$ cat config.mk
export PLATFORM = sky130hd
export DESIGN_NAME = pixel_temporal_background_estimator_core
export DESIGN_NICKNAME = d
export VERILOG_FILES = /design/src/rtl/ptbe_pkg.sv /design/src/rtl/ptbe_cell.sv /design/src/rtl/ptbe_div.sv /design/src/rtl/pixel_temporal_background_estimator_core.sv
export SDC_FILE = /design/constraint.sdc
export NUM_CORES = 1
export LEC_CHECK = 0
export BUFFER_PORTS_ARGS = -buffer_cell sky130_fd_sc_hd__buf_2
export CORE_ASPECT_RATIO = 0.7
export CORE_MARGIN = 3
export CORE_UTILIZATION = 46
export CTS_CLUSTER_DIAMETER = 50
export CTS_CLUSTER_SIZE = 12
export DETAILED_ROUTE_END_ITERATION = 10
export GPL_ROUTABILITY_DRIVEN = 1
export HOLD_SLACK_MARGIN = 0.15
export SYNTH_ARGS = -nofsm -noshare
export SYNTH_HDL_FRONTEND = slang
export SYNTH_SLANG_ARGS = --single-unit
$ cat constraint.sdc
create_clock -name clk -period 8.03 [get_ports clk]
set_clock_uncertainty 0.05 [all_clocks]
set_input_delay 2.409 -clock clk [delete_from_list [all_inputs] [get_ports clk]]
set_output_delay 2.409 -clock clk [all_outputs]
set_load 0.02 [all_outputs]
$ cat src/rtl/ptbe_pkg.sv
package ptbe_pkg;

  localparam int unsigned SAMPLE_W       = 8;
  localparam int unsigned MAX_FRAMES_DEF = 32;
  localparam logic [SAMPLE_W-1:0] SAMPLE_MAX = '1;

  typedef enum logic [1:0] {
    MODE_MIN    = 2'd0,
    MODE_MINMAX = 2'd1,
    MODE_AVG    = 2'd2,
    MODE_MEDIAN = 2'd3
  } mode_t;

  typedef enum logic [1:0] {
    ST_IDLE = 2'd0,
    ST_EVAL = 2'd1,
    ST_DIV  = 2'd2,
    ST_LOAD = 2'd3
  } state_t;

  // What one sorter cell shows its right-hand neighbor.
  typedef struct packed {
    logic [SAMPLE_W-1:0] val;
    logic                valid;
    logic                gt;     // valid and val greater than the incoming sample
  } link_t;

endpackage

$ cat src/rtl/ptbe_cell.sv
module ptbe_cell (
  input  logic                          clk,
  input  logic                          rst_n,
  input  logic                          ins,
  input  logic                          clr,
  input  logic [ptbe_pkg::SAMPLE_W-1:0] sample,
  input  ptbe_pkg::link_t               left,
  output ptbe_pkg::link_t               right
);

  logic [ptbe_pkg::SAMPLE_W-1:0] val_r, val_nxt;
  logic                          valid_r, valid_nxt;
  logic                          gt;

  assign gt = valid_r && (val_r > sample);

  always_comb begin
    val_nxt   = val_r;
    valid_nxt = valid_r;
    if (clr) begin
      valid_nxt = 1'b0;
    end else if (ins) begin
      if (left.gt) begin
        // shift the larger neighbor value in
        val_nxt   = left.val;
        valid_nxt = 1'b1;
      end else if (left.valid && (gt || !valid_r)) begin
        // insertion point
        val_nxt   = sample;
        valid_nxt = 1'b1;
      end
    end
  end

  always_ff @(posedge clk) begin
    if (!rst_n) begin
      valid_r <= 1'b0;
    end else begin
      valid_r <= valid_nxt;
    end
    val_r <= val_nxt;
  end

  assign right.val   = val_r;
  assign right.valid = valid_r;
  assign right.gt    = gt;

endmodule

$ cat src/rtl/ptbe_div.sv
module ptbe_div #(
  parameter int unsigned SUM_W = 14,
  parameter int unsigned CNT_W = 6
) (
  input  logic             clk,
  input  logic             rst_n,
  input  logic             start,
  input  logic [SUM_W-1:0] dividend,
  input  logic [CNT_W-1:0] divisor,
  output logic             done,
  output logic [SUM_W-1:0] quotient,
  output logic [CNT_W-1:0] remainder
);

  localparam int unsigned IT_W = $clog2(SUM_W + 1);

  logic [SUM_W-1:0] quo_r, quo_nxt;
  logic [CNT_W-1:0] rem_r, rem_nxt;
  logic [IT_W-1:0]  it_r, it_nxt;
  logic             busy_r, busy_nxt;
  logic             done_r, done_nxt;
  logic [CNT_W:0]   trial;
  logic             ge;
  logic [CNT_W:0]   diff;

  // One quotient bit per cycle, restoring.
  assign trial = {rem_r, quo_r[SUM_W-1]};
  assign ge    = trial >= {1'b0, divisor};
  assign diff  = trial - {1'b0, divisor};

  always_comb begin
    quo_nxt  = quo_r;
    rem_nxt  = rem_r;
    it_nxt   = it_r;
    busy_nxt = busy_r;
    done_nxt = 1'b0;
    if (start) begin
      quo_nxt  = dividend;
      rem_nxt  = '0;
      it_nxt   = IT_W'(SUM_W);
      busy_nxt = 1'b1;
    end else if (busy_r) begin
      quo_nxt = {quo_r[SUM_W-2:0], ge};
      rem_nxt = ge ? diff[CNT_W-1:0] : trial[CNT_W-1:0];
      it_nxt  = it_r - IT_W'(1);
      if (it_r == IT_W'(1)) begin
        busy_nxt = 1'b0;
        done_nxt = 1'b1;
      end
    end
  end

  always_ff @(posedge clk) begin
    if (!rst_n) begin
      busy_r <= 1'b0;
      done_r <= 1'b0;
      it_r   <= '0;
    end else begin
      busy_r <= busy_nxt;
      done_r <= done_nxt;
      it_r   <= it_nxt;
    end
    quo_r <= quo_nxt;
    rem_r <= rem_nxt;
  end

  assign done      = done_r;
  assign quotient  = quo_r;
  assign remainder = rem_r;

endmodule

$ cat src/rtl/pixel_temporal_background_estimator_core.sv
// Channel  | Ports                                         | Direction
// input    | in_valid, in_stall, in_pixel_sample,          | samples in
//          | in_window_end                                 |
// result   | out_valid, out_stall, out_background_value,   | one beat per window
//          | out_window_error                              |
// config   | cfg_wr_en, cfg_wr_data                        | mode register
//
// A non-closing sample beat is registered into the sorter chain; the next beat
// may follow at once. A closing beat then passes through the evaluation and
// load states, with the divide state between them in average mode.
// Reset clears control state; the chain empties through its valid bits.
// in_stall is high from the closing beat until its result is loaded; a stalled
// result beat holds the register while the next window's samples are taken.
module pixel_temporal_background_estimator_core #(
  parameter int unsigned MAX_FRAMES = ptbe_pkg::MAX_FRAMES_DEF
) (
  input  logic                          clk,
  input  logic                          rst_n,
  input  logic                          cfg_wr_en,
  input  logic [1:0]                    cfg_wr_data,
  input  logic                          in_valid,
  output logic                          in_stall,
  input  logic [ptbe_pkg::SAMPLE_W-1:0] in_pixel_sample,
  input  logic                          in_window_end,
  output logic                          out_valid,
  input  logic                          out_stall,
  output logic [ptbe_pkg::SAMPLE_W-1:0] out_background_value,
  output logic                          out_window_error
);

  localparam int unsigned SW    = ptbe_pkg::SAMPLE_W;
  localparam int unsigned CNT_W = $clog2(MAX_FRAMES + 1);
  localparam int unsigned IDX_W = $clog2(MAX_FRAMES);
  localparam int unsigned SUM_W = SW + CNT_W;

  ptbe_pkg::mode_t  mode_r, mode_nxt;
  ptbe_pkg::state_t state_r, state_nxt;

  logic [CNT_W-1:0] cnt_r, cnt_nxt;
  logic [SUM_W-1:0] sum_r, sum_nxt;
  logic [SW-1:0]    rmin_r, rmin_nxt;
  logic [SW-1:0]    pfirst_r, pfirst_nxt;
  logic             popen_r, popen_nxt;
  logic [SW-1:0]    pmin_r, pmin_nxt;
  logic             ovf_r, ovf_nxt;
  logic             last_r, last_nxt;
  logic [SW-1:0]    est_r, est_nxt;

  logic             out_valid_r, out_valid_nxt;
  logic [SW-1:0]    out_val_r, out_val_nxt;
  logic             out_err_r, out_err_nxt;

  logic             accept;
  logic             room;
  logic             ins;
  logic             clr;
  logic             load;
  logic             div_start;
  logic             div_done;
  logic [SUM_W-1:0] div_q;
  logic [CNT_W-1:0] div_r;
  logic [SW-1:0]    pair_hi;
  logic [SW-1:0]    est_now;
  logic [SW-1:0]    avg_round;
  logic [CNT_W-1:0] med_full;
  logic [IDX_W-1:0] med_idx;
  logic [CNT_W:0]   twice_rem;
  logic             round_up;
  logic [SUM_W:0]   q_round;

  ptbe_pkg::link_t  links [MAX_FRAMES+1];
  logic [SW-1:0]    cell_val [MAX_FRAMES];

  assign accept = in_valid && !in_stall;
  assign room   = cnt_r < CNT_W'(MAX_FRAMES);
  assign ins    = accept && room;
  assign load   = (state_r == ptbe_pkg::ST_LOAD) && (!out_valid_r || !out_stall);
  assign clr    = load;

  // Sorter chain: cell 0 sees a permanently settled left edge.
  assign links[0] = '{val: '0, valid: 1'b1, gt: 1'b0};

  for (genvar i = 0; i < MAX_FRAMES; i++) begin : g_cell
    ptbe_cell u_cell (
      .clk    (clk),
      .rst_n  (rst_n),
      .ins    (ins),
      .clr    (clr),
      .sample (in_pixel_sample),
      .left   (links[i]),
      .right  (links[i+1])
    );
    assign cell_val[i] = links[i+1].val;
  end

  ptbe_div #(
    .SUM_W (SUM_W),
    .CNT_W (CNT_W)
  ) u_div (
    .clk       (clk),
    .rst_n     (rst_n),
    .start     (div_start),
    .dividend  (sum_r),
    .divisor   (cnt_r),
    .done      (div_done),
    .quotient  (div_q),
    .remainder (div_r)
  );

  // Window statistics, updated per accepted beat; overflow drops the beat.
  assign pair_hi = (pfirst_r > in_pixel_sample) ? pfirst_r : in_pixel_sample;

  always_comb begin
    cnt_nxt    = cnt_r;
    sum_nxt    = sum_r;
    rmin_nxt   = rmin_r;
    pfirst_nxt = pfirst_r;
    popen_nxt  = popen_r;
    pmin_nxt   = pmin_r;
    ovf_nxt    = ovf_r;
    last_nxt   = last_r;
    if (clr) begin
      cnt_nxt   = '0;
      sum_nxt   = '0;
      rmin_nxt  = ptbe_pkg::SAMPLE_MAX;
      popen_nxt = 1'b0;
      pmin_nxt  = ptbe_pkg::SAMPLE_MAX;
      ovf_nxt   = 1'b0;
    end else if (accept) begin
      last_nxt = in_window_end;
      if (room) begin
        cnt_nxt = cnt_r + CNT_W'(1);
        sum_nxt = sum_r + SUM_W'(in_pixel_sample);
        if (in_pixel_sample < rmin_r) begin
          rmin_nxt = in_pixel_sample;
        end
        if (popen_r) begin
          if (pair_hi < pmin_r) begin
            pmin_nxt = pair_hi;
          end
          popen_nxt = 1'b0;
        end else begin
          pfirst_nxt = in_pixel_sample;
          popen_nxt  = 1'b1;
        end
      end else begin
        ovf_nxt = 1'b1;
      end
    end
  end

  // Median pick and average rounding, ties to even.
  assign med_full  = cnt_r >> 1;
  assign med_idx   = med_full[IDX_W-1:0];
  assign twice_rem = {div_r, 1'b0};
  assign round_up  = (twice_rem > {1'b0, cnt_r}) ||
                     ((twice_rem == {1'b0, cnt_r}) && div_q[0]);
  assign q_round   = {1'b0, div_q} + (SUM_W+1)'(round_up);
  assign avg_round = (|q_round[SUM_W:SW]) ? ptbe_pkg::SAMPLE_MAX : q_round[SW-1:0];

  always_comb begin
    unique case (mode_r)
      ptbe_pkg::MODE_MIN:    est_now = rmin_r;
      ptbe_pkg::MODE_MINMAX: est_now = (popen_r && pfirst_r < pmin_r) ? pfirst_r : pmin_r;
      ptbe_pkg::MODE_AVG:    est_now = avg_round;
      ptbe_pkg::MODE_MEDIAN: est_now = cell_val[med_idx];
      default:               est_now = rmin_r;
    endcase
  end

  // Next state.
  always_comb begin
    state_nxt = state_r;
    unique case (state_r)
      ptbe_pkg::ST_IDLE: begin
        if (accept && in_window_end) begin
          state_nxt = ptbe_pkg::ST_EVAL;
        end
      end
      ptbe_pkg::ST_EVAL: begin
        state_nxt = (mode_r == ptbe_pkg::MODE_AVG) ? ptbe_pkg::ST_DIV : ptbe_pkg::ST_LOAD;
      end
      ptbe_pkg::ST_DIV: begin
        if (div_done) begin
          state_nxt = ptbe_pkg::ST_LOAD;
        end
      end
      ptbe_pkg::ST_LOAD: begin
        if (load) begin
          state_nxt = ptbe_pkg::ST_IDLE;
        end
      end
      default: state_nxt = ptbe_pkg::ST_IDLE;
    endcase
  end

  // State outputs.
  always_comb begin
    in_stall  = 1'b1;
    div_start = 1'b0;
    est_nxt   = est_r;
    unique case (state_r)
      ptbe_pkg::ST_IDLE: in_stall = 1'b0;
      ptbe_pkg::ST_EVAL: begin
        div_start = (mode_r == ptbe_pkg::MODE_AVG);
        est_nxt   = est_now;
      end
      ptbe_pkg::ST_DIV: begin
        if (div_done) begin
          est_nxt = est_now;
        end
      end
      ptbe_pkg::ST_LOAD: in_stall = 1'b1;
      default:           in_stall = 1'b1;
    endcase
  end

  // Output register: hold while stalled, load a finished window.
  always_comb begin
    out_valid_nxt = out_valid_r && out_stall;
    out_val_nxt   = out_val_r;
    out_err_nxt   = out_err_r;
    if (load) begin
      out_valid_nxt = 1'b1;
      out_val_nxt   = est_r;
      out_err_nxt   = ovf_r;
    end
  end

  assign mode_nxt = cfg_wr_en ? ptbe_pkg::mode_t'(cfg_wr_data) : mode_r;

  always_ff @(posedge clk) begin
    if (!rst_n) begin
      mode_r      <= ptbe_pkg::MODE_MIN;
      state_r     <= ptbe_pkg::ST_IDLE;
      cnt_r       <= '0;
      sum_r       <= '0;
      rmin_r      <= ptbe_pkg::SAMPLE_MAX;
      pfirst_r    <= '0;
      popen_r     <= 1'b0;
      pmin_r      <= ptbe_pkg::SAMPLE_MAX;
      ovf_r       <= 1'b0;
      last_r      <= 1'b0;
      out_valid_r <= 1'b0;
    end else begin
      mode_r      <= mode_nxt;
      state_r     <= state_nxt;
      cnt_r       <= cnt_nxt;
      sum_r       <= sum_nxt;
      rmin_r      <= rmin_nxt;
      pfirst_r    <= pfirst_nxt;
      popen_r     <= popen_nxt;
      pmin_r      <= pmin_nxt;
      ovf_r       <= ovf_nxt;
      last_r      <= last_nxt;
      out_valid_r <= out_valid_nxt;
    end
    est_r     <= est_nxt;
    out_val_r <= out_val_nxt;
    out_err_r <= out_err_nxt;
  end

  assign out_valid            = out_valid_r;
  assign out_background_value = out_val_r;
  assign out_window_error     = out_err_r;

  a_cnt_bound: assert property (@(posedge clk) disable iff (!rst_n)
    cnt_r <= CNT_W'(MAX_FRAMES))
    else $error("sample count beyond window depth");

  a_ovf_full: assert property (@(posedge clk) disable iff (!rst_n)
    ovf_r |-> (cnt_r == CNT_W'(MAX_FRAMES)))
    else $error("overflow flagged with room left");

  a_load_clears: assert property (@(posedge clk) disable iff (!rst_n)
    load |=> (cnt_r == '0) && (state_r == ptbe_pkg::ST_IDLE) && out_valid_r)
    else $error("window not cleared after result load");

  a_div_in_state: assert property (@(posedge clk) disable iff (!rst_n)
    div_done |-> (state_r == ptbe_pkg::ST_DIV))
    else $error("divider finished outside divide state");

  a_eval_after_last: assert property (@(posedge clk) disable iff (!rst_n)
    (state_r == ptbe_pkg::ST_EVAL) |-> last_r)
    else $error("evaluation without closing beat");

endmodule
==> results of run 1 <==
-- synth_stat cells (all sizes together) (54+ instances only) --
cell    number
a21o        54
a21oi      133
clkbuf      81
dfxtp       95
edfxtp     287
ha         308
inv        104
mux2       264
mux4        77
nand2       60
nand3       60
nor2       133
o21ai      126
-- power groups by stage --
| stage | sequential [mW] | clock [mW] | combinational [mW] |
|---|---|---|---|
| 6_report | 2.43 | 2.05 | 1.62 |
| 5_1_grt | 2.44 | 2.15 | 1.77 |
| 4_1_cts | 2.42 | 2.07 | 1.59 |
| 3_5_place_dp | 2.47 | 0 | 1.58 |
| 3_3_place_gp | 2.46 | 0 | 1.53 |
| 2_1_floorplan | 2.40 | 0 | 1.15 |
-- layout make-up --
type                    count  share of cell area, %
inverters                 106                  1.425
clock buffers              60                  4.234
multi-input cells        1607                  50.92
clock inverters            22                 0.8513
diodes                      1               0.008961
well taps                 730                  3.271
flip-flops and latches    382                  37.69
repair buffers             68                  1.604
-- kinds of logic after synthesis --
family          synth area share (%)
compound gates                 10.59
xor+xnor                      0.6506
fa+ha+maj                      15.22
buf+inv                        3.297
flops                          41.13
mux                            19.79
simple gates                   9.324
-- state kept, by name (all words and copies together), names as in the netlist, 2 cells and up --
name,count
g_cell.u_cell.val_r,256
g_cell.u_cell.valid_r,32
sum_r,14
u_div.quotient,14
est_r,8
out_background_value,8
pfirst_r,8
pmin_r,8
rmin_r,8
cnt_r,6
u_div.remainder,6
u_div.it_r,4
mode_r,2
state_r,2
-- through the flow --
stage,hold WS (ns),area [sq um]
3_5_place_dp,0.3625,26500
3_3_place_gp,0.3592,26500
6_report,0.3763,27930
4_1_cts,0.3767,27920
5_1_grt,0.3865,27920
2_1_floorplan,0.3503,25580
-- placed cells by master, fill, tap and decap left out, types with 54 or more instances in the layout --
cell type / count
o21ai_0: 120
nand3_1: 60
edfxtp_1: 287
mux4_2: 65
inv_1: 97
nand2_1: 59
ha_1: 308
mux2_2: 264
dfxtp_1: 93
a21o_1: 54
a21oi_1: 133
nor2_1: 132
-- per-layer routing --
metal | wire [um] | up-vias | GRT usage (%)
met1 | 36700 | 9323 | 39.99
li1 | - | 8463 | -
met3 | 8751 | 123 | 8.894
met5 | 0 | - | 0
met4 | 1636 | 0 | 6.526
met2 | 30340 | 806 | 35.78
-- final timing paths --
kind | slack [ns] | from | endpoint | cells past startpoint
worst max-delay path | 2.07 | in_pixel_sample[2] | pmin_r[4] | 15
worst min register to register | 0.38 | est_r[5] | out_background_value[5] | 0
worst min-delay path | 0.38 | est_r[5] | out_background_value[5] | 0
worst max register to register | 3.39 | cnt_r[4] | est_r[7] | 12
==> impl_metrics.tcl, run 1 <==
set metrics [dict create \
    cp-end-kind "flop" \
    max_slew_margin_pct 11.74 \
    grt_max_degree 52 \
    dr.pass1.iters 5 \
    clock.fmax_ghz 0.1677 \
    critPathRequiredTime_ns 8.48 \
    die_area_sq_um 58520 \
    dpl.hpwl_um 53130 \
    synth-seq-cells 382 \
    setup_ws_ns 2.066 \
    start_util_pct 47.05 \
    vias 18720 \
    fill_cells 4711 \
    start_kind "primary input" \
    synth_edf_count 287 \
    syn_nets 2521 \
    synth.largest_area_cell "edfxtp_1" \
    status "completed" \
    numPlacedInstances 2893 \
    insertion_delay_ns 0.59 \
    synth_top_area_share_pct 33.69 \
    yosysWarnings 0 \
    synth_cells 2195 \
    dieWidth_um 287.8 \
    clock_sinks 382 \
    die_height_um 203.3 \
    power_mw 6.091 \
    fin_cells 2976 \
    rsz0062_at_grt "no" \
    tightest_slew_ns 1.315 \
    post-route-util_pct 51.36 \
    area_delta_synth_final_pct 9.177 \
    drtIter0Drc 2021 \
    final-seq-area_sq_um 10530 \
    multiInputGateArea_sq_um 14220 \
    cts_tree "built" \
    finalCritPeriodShare_pct 74.27 \
    p_leak_nw 10.80 \
    ys_top_cells_by_area "edfxtp_1 34%, ha_1 15%, mux2_2 12%, dfxtp_1 7.4%, mux4_2 5.7%" \
    yosysSeqAreaShare_pct 41.13 \
    path_clk_slew_ns 0.06 \
    pwr-share-seq_pct 39.8 \
    std_cell_rows 71 \
    path_cells "buf_2 -> inv_2 -> ha_1 -> o21ai_0 -> a21oi_1 -> o211a_1 -> or2_2 -> a21o_1 -> ha_1 -> a21o_1 -> a21o_1 -> a221oi_1 -> nand3_1 -> o21ai_2 -> mux2i_1" \
    drive_gt1_share_pct 22.45 \
    grt_pass1_vias 18450 \
    synth_ff_type "edfxtp_1" \
    place_ws_ns 1.551 \
    slowest_delay_ns 0.54 \
    cp_max_fo 21 \
    cp_data_arrival_time_ns 6.42 \
    powerDensity_nw_per_um2 218.1 \
    viasPerCell 6.289 \
    cp_num_buf_inv 2 \
    drc 0 \
    grt_usage_pct 26.39 \
    grt_pass1_wl_um 116100 \
    final.setup.tns_ns 0 \
    internal_power_mw 4.097 \
    antenna_found_initial 0 \
    hold_buffers 0 \
    ant_nets 0 \
    ir_drop_uv 195.5 \
    gp_congestion 0.8807 \
    setup_viol 0 \
    cts_htree_levels 2 \
    critPathTopFamily "compound AO/OA/AOI/OAI gates" \
    path_class "in2reg" \
    cts_buffer_depth 3 \
    cts_made_buffers 44 \
    wl_um 77430 \
    hold_viol_final 0 \
    power.share.clock_pct 33.6 \
    slew_violations 0 \
    core_sq_um 54370 \
    post_cts_buffers 0 \
    postSynthAreaPerCell_sq_um 11.65 \
    holdCritPathClass "reg2reg" \
    io_pins 27 \
    wl_per_cell_um 26.02 \
    ctsResizeCount 0 \
    grt_overflow_total 0 \
    ys_types 68 \
    combinationalPowerShare_pct 26.6 \
    crit_top_cell "a21o_1" \
    swShare_pct 32.75 \
    clockRootBuffer "clkbuf_16" \
    critical-path-slowest-cell "buf_2" \
    async_reset_ff_share_pct 0 \
    synth_area_sq_um 25580 \
    max-cap-violations 0 \
    switching_power_mw 1.995 \
    period_needed_ns 5.964 \
    port_buffers 26 \
    layout.nets 2535 \
]
Power figures use the tool's default switching activity.
==> run 2, diff against run 1 <==
Clock period 8.03 ns to 5.4 ns, I/O delays scaled along.
==> run 2 against run 1 <==
Routed wire length up 0.74%. Hold slack got worse by 0.0027 ns. Count of clock-buffer cells in the layout is 4 higher. Sequential power rose by 48%. Worst setup slack worse by 1.1 ns. Cell area rose by 0.65%. Global-route usage rose by 0.18 points. Critical endpoint is now pmin_r[2].
==> impl_metrics.tcl, run 2 (synthesized netlist as in run 1, its figures left out) <==
set metrics [dict create \
    slew_violations 0 \
    ir_drop_uv 189.4 \
    power.share.clock_pct 32.3 \
    grt_usage_pct 26.56 \
    path_class "in2reg" \
    final_cell_mix "304 x ha_1, 287 x edfxtp_1, 264 x mux2_2" \
    p_leak_nw 10.87 \
    ctsResizeCount 0 \
    dieWidth_um 287.8 \
    hold_buffers 0 \
    grt_overflow_total 0 \
    post-route-util_pct 51.70 \
    holdCritPathClass "reg2reg" \
    cts_made_buffers 42 \
    die_height_um 203.3 \
    cp_max_fo 8 \
    clockRootBuffer "clkbuf_16" \
    n_antenna_cell 0 \
    placedInstanceArea_sq_um 26770 \
    area_delta_synth_final_pct 9.891 \
    drive_gt1_share_pct 23.36 \
    grt_pass1_wl_um 117100 \
    ant_nets 0 \
    io_pins 27 \
    max-cap-violations 0 \
    top_regs "g_cell.u_cell.val_r: 256 flops, g_cell.u_cell.valid_r: 32 flops" \
    pwr-share-seq_pct 40.4 \
    fin_cells 2990 \
    grt_max_degree 69 \
    internal_power_mw 6.030 \
    grt_pass1_vias 18310 \
    viasPerCell 6.303 \
    rsz0062_at_grt "no" \
    drtIter0Drc 1971 \
    cts_tree "built" \
    period_needed_ns 4.455 \
    port_buffers 26 \
    finalCritPeriodShare_pct 82.51 \
    numPlacedInstances 2914 \
    tightest_slew_ns 1.294 \
    dpl.hpwl_um 52990 \
    wl_um 78000 \
    path_clk_slew_ns 0.06 \
    status "completed" \
    core_sq_um 54370 \
    die_area_sq_um 58520 \
    fin_area_sq_um 28110 \
    start_util_pct 47.05 \
    largest-register "g_cell.u_cell.val_r" \
    critical-path-slowest-cell "or2_2" \
    start_kind "primary input" \
    worstHoldStart "est_r[1]" \
    final.setup.tns_ns 0 \
    cts_buffer_depth 3 \
    cp-end-kind "flop" \
    fill_cells 4734 \
    cp_data_arrival_time_ns 4.89 \
    switching_power_mw 2.893 \
    swShare_pct 32.42 \
    final_common_cell "ha_1" \
    std_cell_rows 71 \
    gp_congestion 0.9069 \
    clock_sinks 382 \
    vias 18850 \
    hold_viol_final 0 \
    dr.pass1.iters 5 \
    setup_viol 0 \
    timing.critical_path.from "in_pixel_sample[2]" \
    post_cts_buffers 0 \
    critPathRequiredTime_ns 5.83 \
    layout.nets 2554 \
    cts_htree_levels 2 \
    largest_reg_flops 256 \
    slowest_delay_ns 0.36 \
    path_cells "buf_2 -> clkinvlp_4 -> ha_4 -> o21ai_0 -> a21oi_1 -> o211a_1 -> or2_2 -> a21o_1 -> ha_1 -> a21o_1 -> a21o_1 -> a221oi_1 -> nand3_1 -> o21ai_4 -> mux2i_1" \
    wl_per_cell_um 26.09 \
    combinationalPowerShare_pct 27.3 \
    clock.fmax_ghz 0.2245 \
    crit_top_cell "a21o_1" \
    place_ws_ns 0.4033 \
    powerDensity_nw_per_um2 317.5 \
    max_slew_margin_pct 12.79 \
    insertion_delay_ns 0.57 \
    antenna_found_initial 1 \
    reg2reg_from "cnt_r[4]" \
    setup_ws_ns 0.9447 \
    drc 0 \
]
[run 2: cell count changes in the layout (fill, tap and decap cells not counted), moves of 3 or more]
cell / change
buf_4: +19
inv_2: -7
clkinvlp_4: +5
ha_1: -4
bufinv_16: -3
clkbuf_8: +3
clkinv_1: -3
ha_4: +3
inv_6: -3
[run 2: area by class of cell]
type | count | area (sq um) | area share (%)
clock buffers | 64 | 1249 | 4.442
flip-flops and latches | 382 | 10530 | 37.44
inverters | 106 | 424.2 | 1.509
repair buffers | 89 | 630.6 | 2.243
well taps | 730 | 913.4 | 3.250
multi-input cells | 1607 | 14270 | 50.78
clock inverters | 12 | 93.84 | 0.3339
[run 2: power groups by stage]
stage          Clock, mW  Combinational [mW]  Sequential [mW]
2_1_floorplan          0                1.72             3.57
3_3_place_gp           0                2.33             3.66
3_5_place_dp           0                2.40             3.66
4_1_cts             2.92                2.41             3.60
5_1_grt             3.04                2.67             3.62
6_report            2.88                2.44             3.60
[run 2: path summary, 6_finish.rpt]
| check | end | slack, ns | cells past startpoint |
|---|---|---|---|
| setup / recovery | pmin_r[2] | 0.94 | 15 |
| hold / removal | out_background_value[1] | 0.37 | 0 |
| setup reg to reg | est_r[7] | 1.17 | 13 |
| hold reg to reg | out_background_value[1] | 0.37 | 0 |
[run 2: critical path: cells and delay by family]
kind                       cells  cell delay [ns]
AOI/OAI and AO/OA              8             1.70
and+or+nand+nor                2             0.54
adders and majority gates      2             0.53
buffers and inverters          2             0.26
muxes                          1             0.23
[run 2: routing by layer]
layer	up-vias	track usage, %	wire [um]
li1	8521	-	-
met2	796	37.93	32020
met3	129	5.318	7217
met4	2	6.490	1653
met1	9398	41.03	37090
met5	-	0	18
[run 2: per-stage QoR]
stage                     power, mW  hold WS [ns]
after floorplan               5.293        0.3503
after global placement        5.985        0.3599
after detailed placement      6.054        0.3556
after CTS                     8.927        0.3731
after global routing          9.339        0.3893
final                         8.924        0.3736
==> run 3, diff against run 2 <==
Clock period 5.4 ns to 4.01 ns, I/O delays scaled along.
==> run 3 against run 2 <==
Global-route usage hardly changed. Cell area is 2.3% higher. Combinational power is 42% higher. Critical endpoint is now pmin_r[3]. Largest power group unchanged.
==> impl_metrics.tcl, run 3 (synthesized netlist as in run 1, its figures left out) <==
set metrics [dict create \
    status "completed" \
    gp_congestion 0.8992 \
    rsz0062_at_grt "no" \
    largest_reg_flops 256 \
    layout.nets 2619 \
    max_slew_margin_pct 17.73 \
    wl_per_cell_um 25.32 \
    final-seq-area_sq_um 10530 \
    top_regs "g_cell.u_cell.val_r: 256 flops, g_cell.u_cell.valid_r: 32 flops" \
    r2r_slack_ns 0.51 \
    cts_buffer_depth 3 \
    r2r-end "est_r[7]" \
    die_area_sq_um 58520 \
    finalCritPeriodShare_pct 96.76 \
    wl_um 77410 \
    insertion_delay_ns 0.57 \
    grt_usage_pct 26.58 \
    hold_buffers 0 \
    cp-end-kind "flop" \
    area_delta_synth_final_pct 12.41 \
    dieWidth_um 287.8 \
    cp_max_fo 8 \
    die_height_um 203.3 \
    hold_slack_ns 0.3686 \
    fin_cells 3057 \
    hold_path_depth 0 \
    grt_pass1_vias 18260 \
    max-cap-violations 0 \
    worstHoldStart "est_r[2]" \
    dr.pass1.iters 5 \
    dpl.hpwl_um 54460 \
    multiInputGateArea_sq_um 14330 \
    grt_overflow_total 0 \
    grt_use_met3_pct 5.497 \
    path_class "in2reg" \
    start_kind "primary input" \
    viasPerCell 6.239 \
    cts_htree_levels 2 \
    port_buffers 26 \
    io_pins 27 \
    drtIter0Drc 2199 \
    grt_util_met2_pct 35.88 \
    reg2reg_from "cnt_r[4]" \
    crit_end "pmin_r[3]" \
    slew_violations 0 \
    drc 0 \
    p_leak_nw 11.23 \
    cts_made_buffers 44 \
    vias 19070 \
    grt_pass1_wl_um 117200 \
    start_util_pct 47.05 \
    final.setup.tns_ns 0 \
    tightest_slew_ns 1.221 \
    path_clk_slew_ns 0.06 \
    core_sq_um 54370 \
    fill_cells 4737 \
    cp_data_arrival_time_ns 4.32 \
    clock_sinks 382 \
    cts_tree "built" \
    clockRootBuffer "clkbuf_16" \
    use_met1_pct 43.29 \
    setup_ws_ns 0.1298 \
    clock.fmax_ghz 0.2577 \
    setup_viol 0 \
    period_needed_ns 3.880 \
    final_cell_mix "303 x ha_1, 287 x edfxtp_1, 264 x mux2_2" \
    ir_drop_uv 349.8 \
    numPlacedInstances 2976 \
    powerDensity_nw_per_um2 432.0 \
    grt_busiest_layer "met1" \
    drive_gt1_share_pct 25.87 \
    std_cell_rows 71 \
    largest-register "g_cell.u_cell.val_r" \
    hold_viol_final 0 \
    timing.critical_path.from "in_pixel_sample[5]" \
    post-route-util_pct 52.89 \
    n_antenna_cell 0 \
    reg2reg_depth 12 \
    grt_max_degree 68 \
    critPathRequiredTime_ns 4.45 \
    final_common_cell "ha_1" \
    place_ws_ns -0.5279 \
    antenna_found_initial 2 \
    ant_nets 0 \
    holdCritPathClass "reg2reg" \
]
==> run 3: cell types whose count changed in the layout (fill, tap and decap cells not counted), moves of 2 or more <==
cell       previous run  this run
buf_4                62       124
clkinv_2              6         3
inv_6                 1         4
a311oi_1             27        25
a311oi_2              0         2
bufinv_16             1         3
clkbuf_8              3         5
nor3_1               23        21
nor3_2                0         2
==> run 3: worst min-delay path by stage <==
stage                                   end  slack [ns]
floorplan           out_background_value[0]        0.35
global placement    out_background_value[7]        0.36
detailed placement  out_background_value[1]        0.35
CTS                 out_background_value[1]        0.37
global route        out_background_value[1]        0.38
finish              out_background_value[2]        0.37
==> run 3: what timing repair did <==
action	CTS	global route
gates resized for setup	0	4
setup endpoints to repair	0	8
endpoints found under the hold margin	0	0
buffers inserted	0	1
==> run 3: report_power, final <==
group,internal (mW),leakage (nW),switching (mW)
logic,1.44,7.17,2.02
clock network,2.40,0.699,1.74
registers,4.57,3.36,0.257
total,8.41,11.2,4.01
==> run 3: final cells by class <==
class	count	area share (%)
clock inverter	15	0.5961
multi-input combinational	1607	49.84
inverter	106	1.475
timing repair buffer	152	3.881
tap	730	3.177
sequential	382	36.60
clock buffer	65	4.425
==> run 3: critical path: stages <==
cell,delay (ns)
buf_2,0.12
clkinvlp_4,0.11
ha_4,0.23
a211o_1,0.34
a21oi_4,0.19
nor2_4,0.06
buf_4,0.13
nor3_1,0.23
a21o_1,0.13
ha_1,0.24
a21o_1,0.19
a21o_1,0.17
a221oi_2,0.31
nand3_1,0.15
o21ai_4,0.16
buf_12,0.15
mux2i_1,0.20
==> run 3: routing by layer <==
metal  up-vias  wire, um
li1       8639         -
met1      9533     38190
met2       796     30300
met3       104      7529
met4         0      1381
met5         -         0
==> run 3: stage by stage <==
| step | power [mW] | cell area (sq um) |
|---|---|---|
| finish | 12.42 | 28750 |
| global route | 12.99 | 28750 |
| CTS | 12.39 | 28710 |
| detailed placement | 8.262 | 27270 |
| global placement | 8.163 | 27270 |
| floorplan | 7.145 | 25710 |
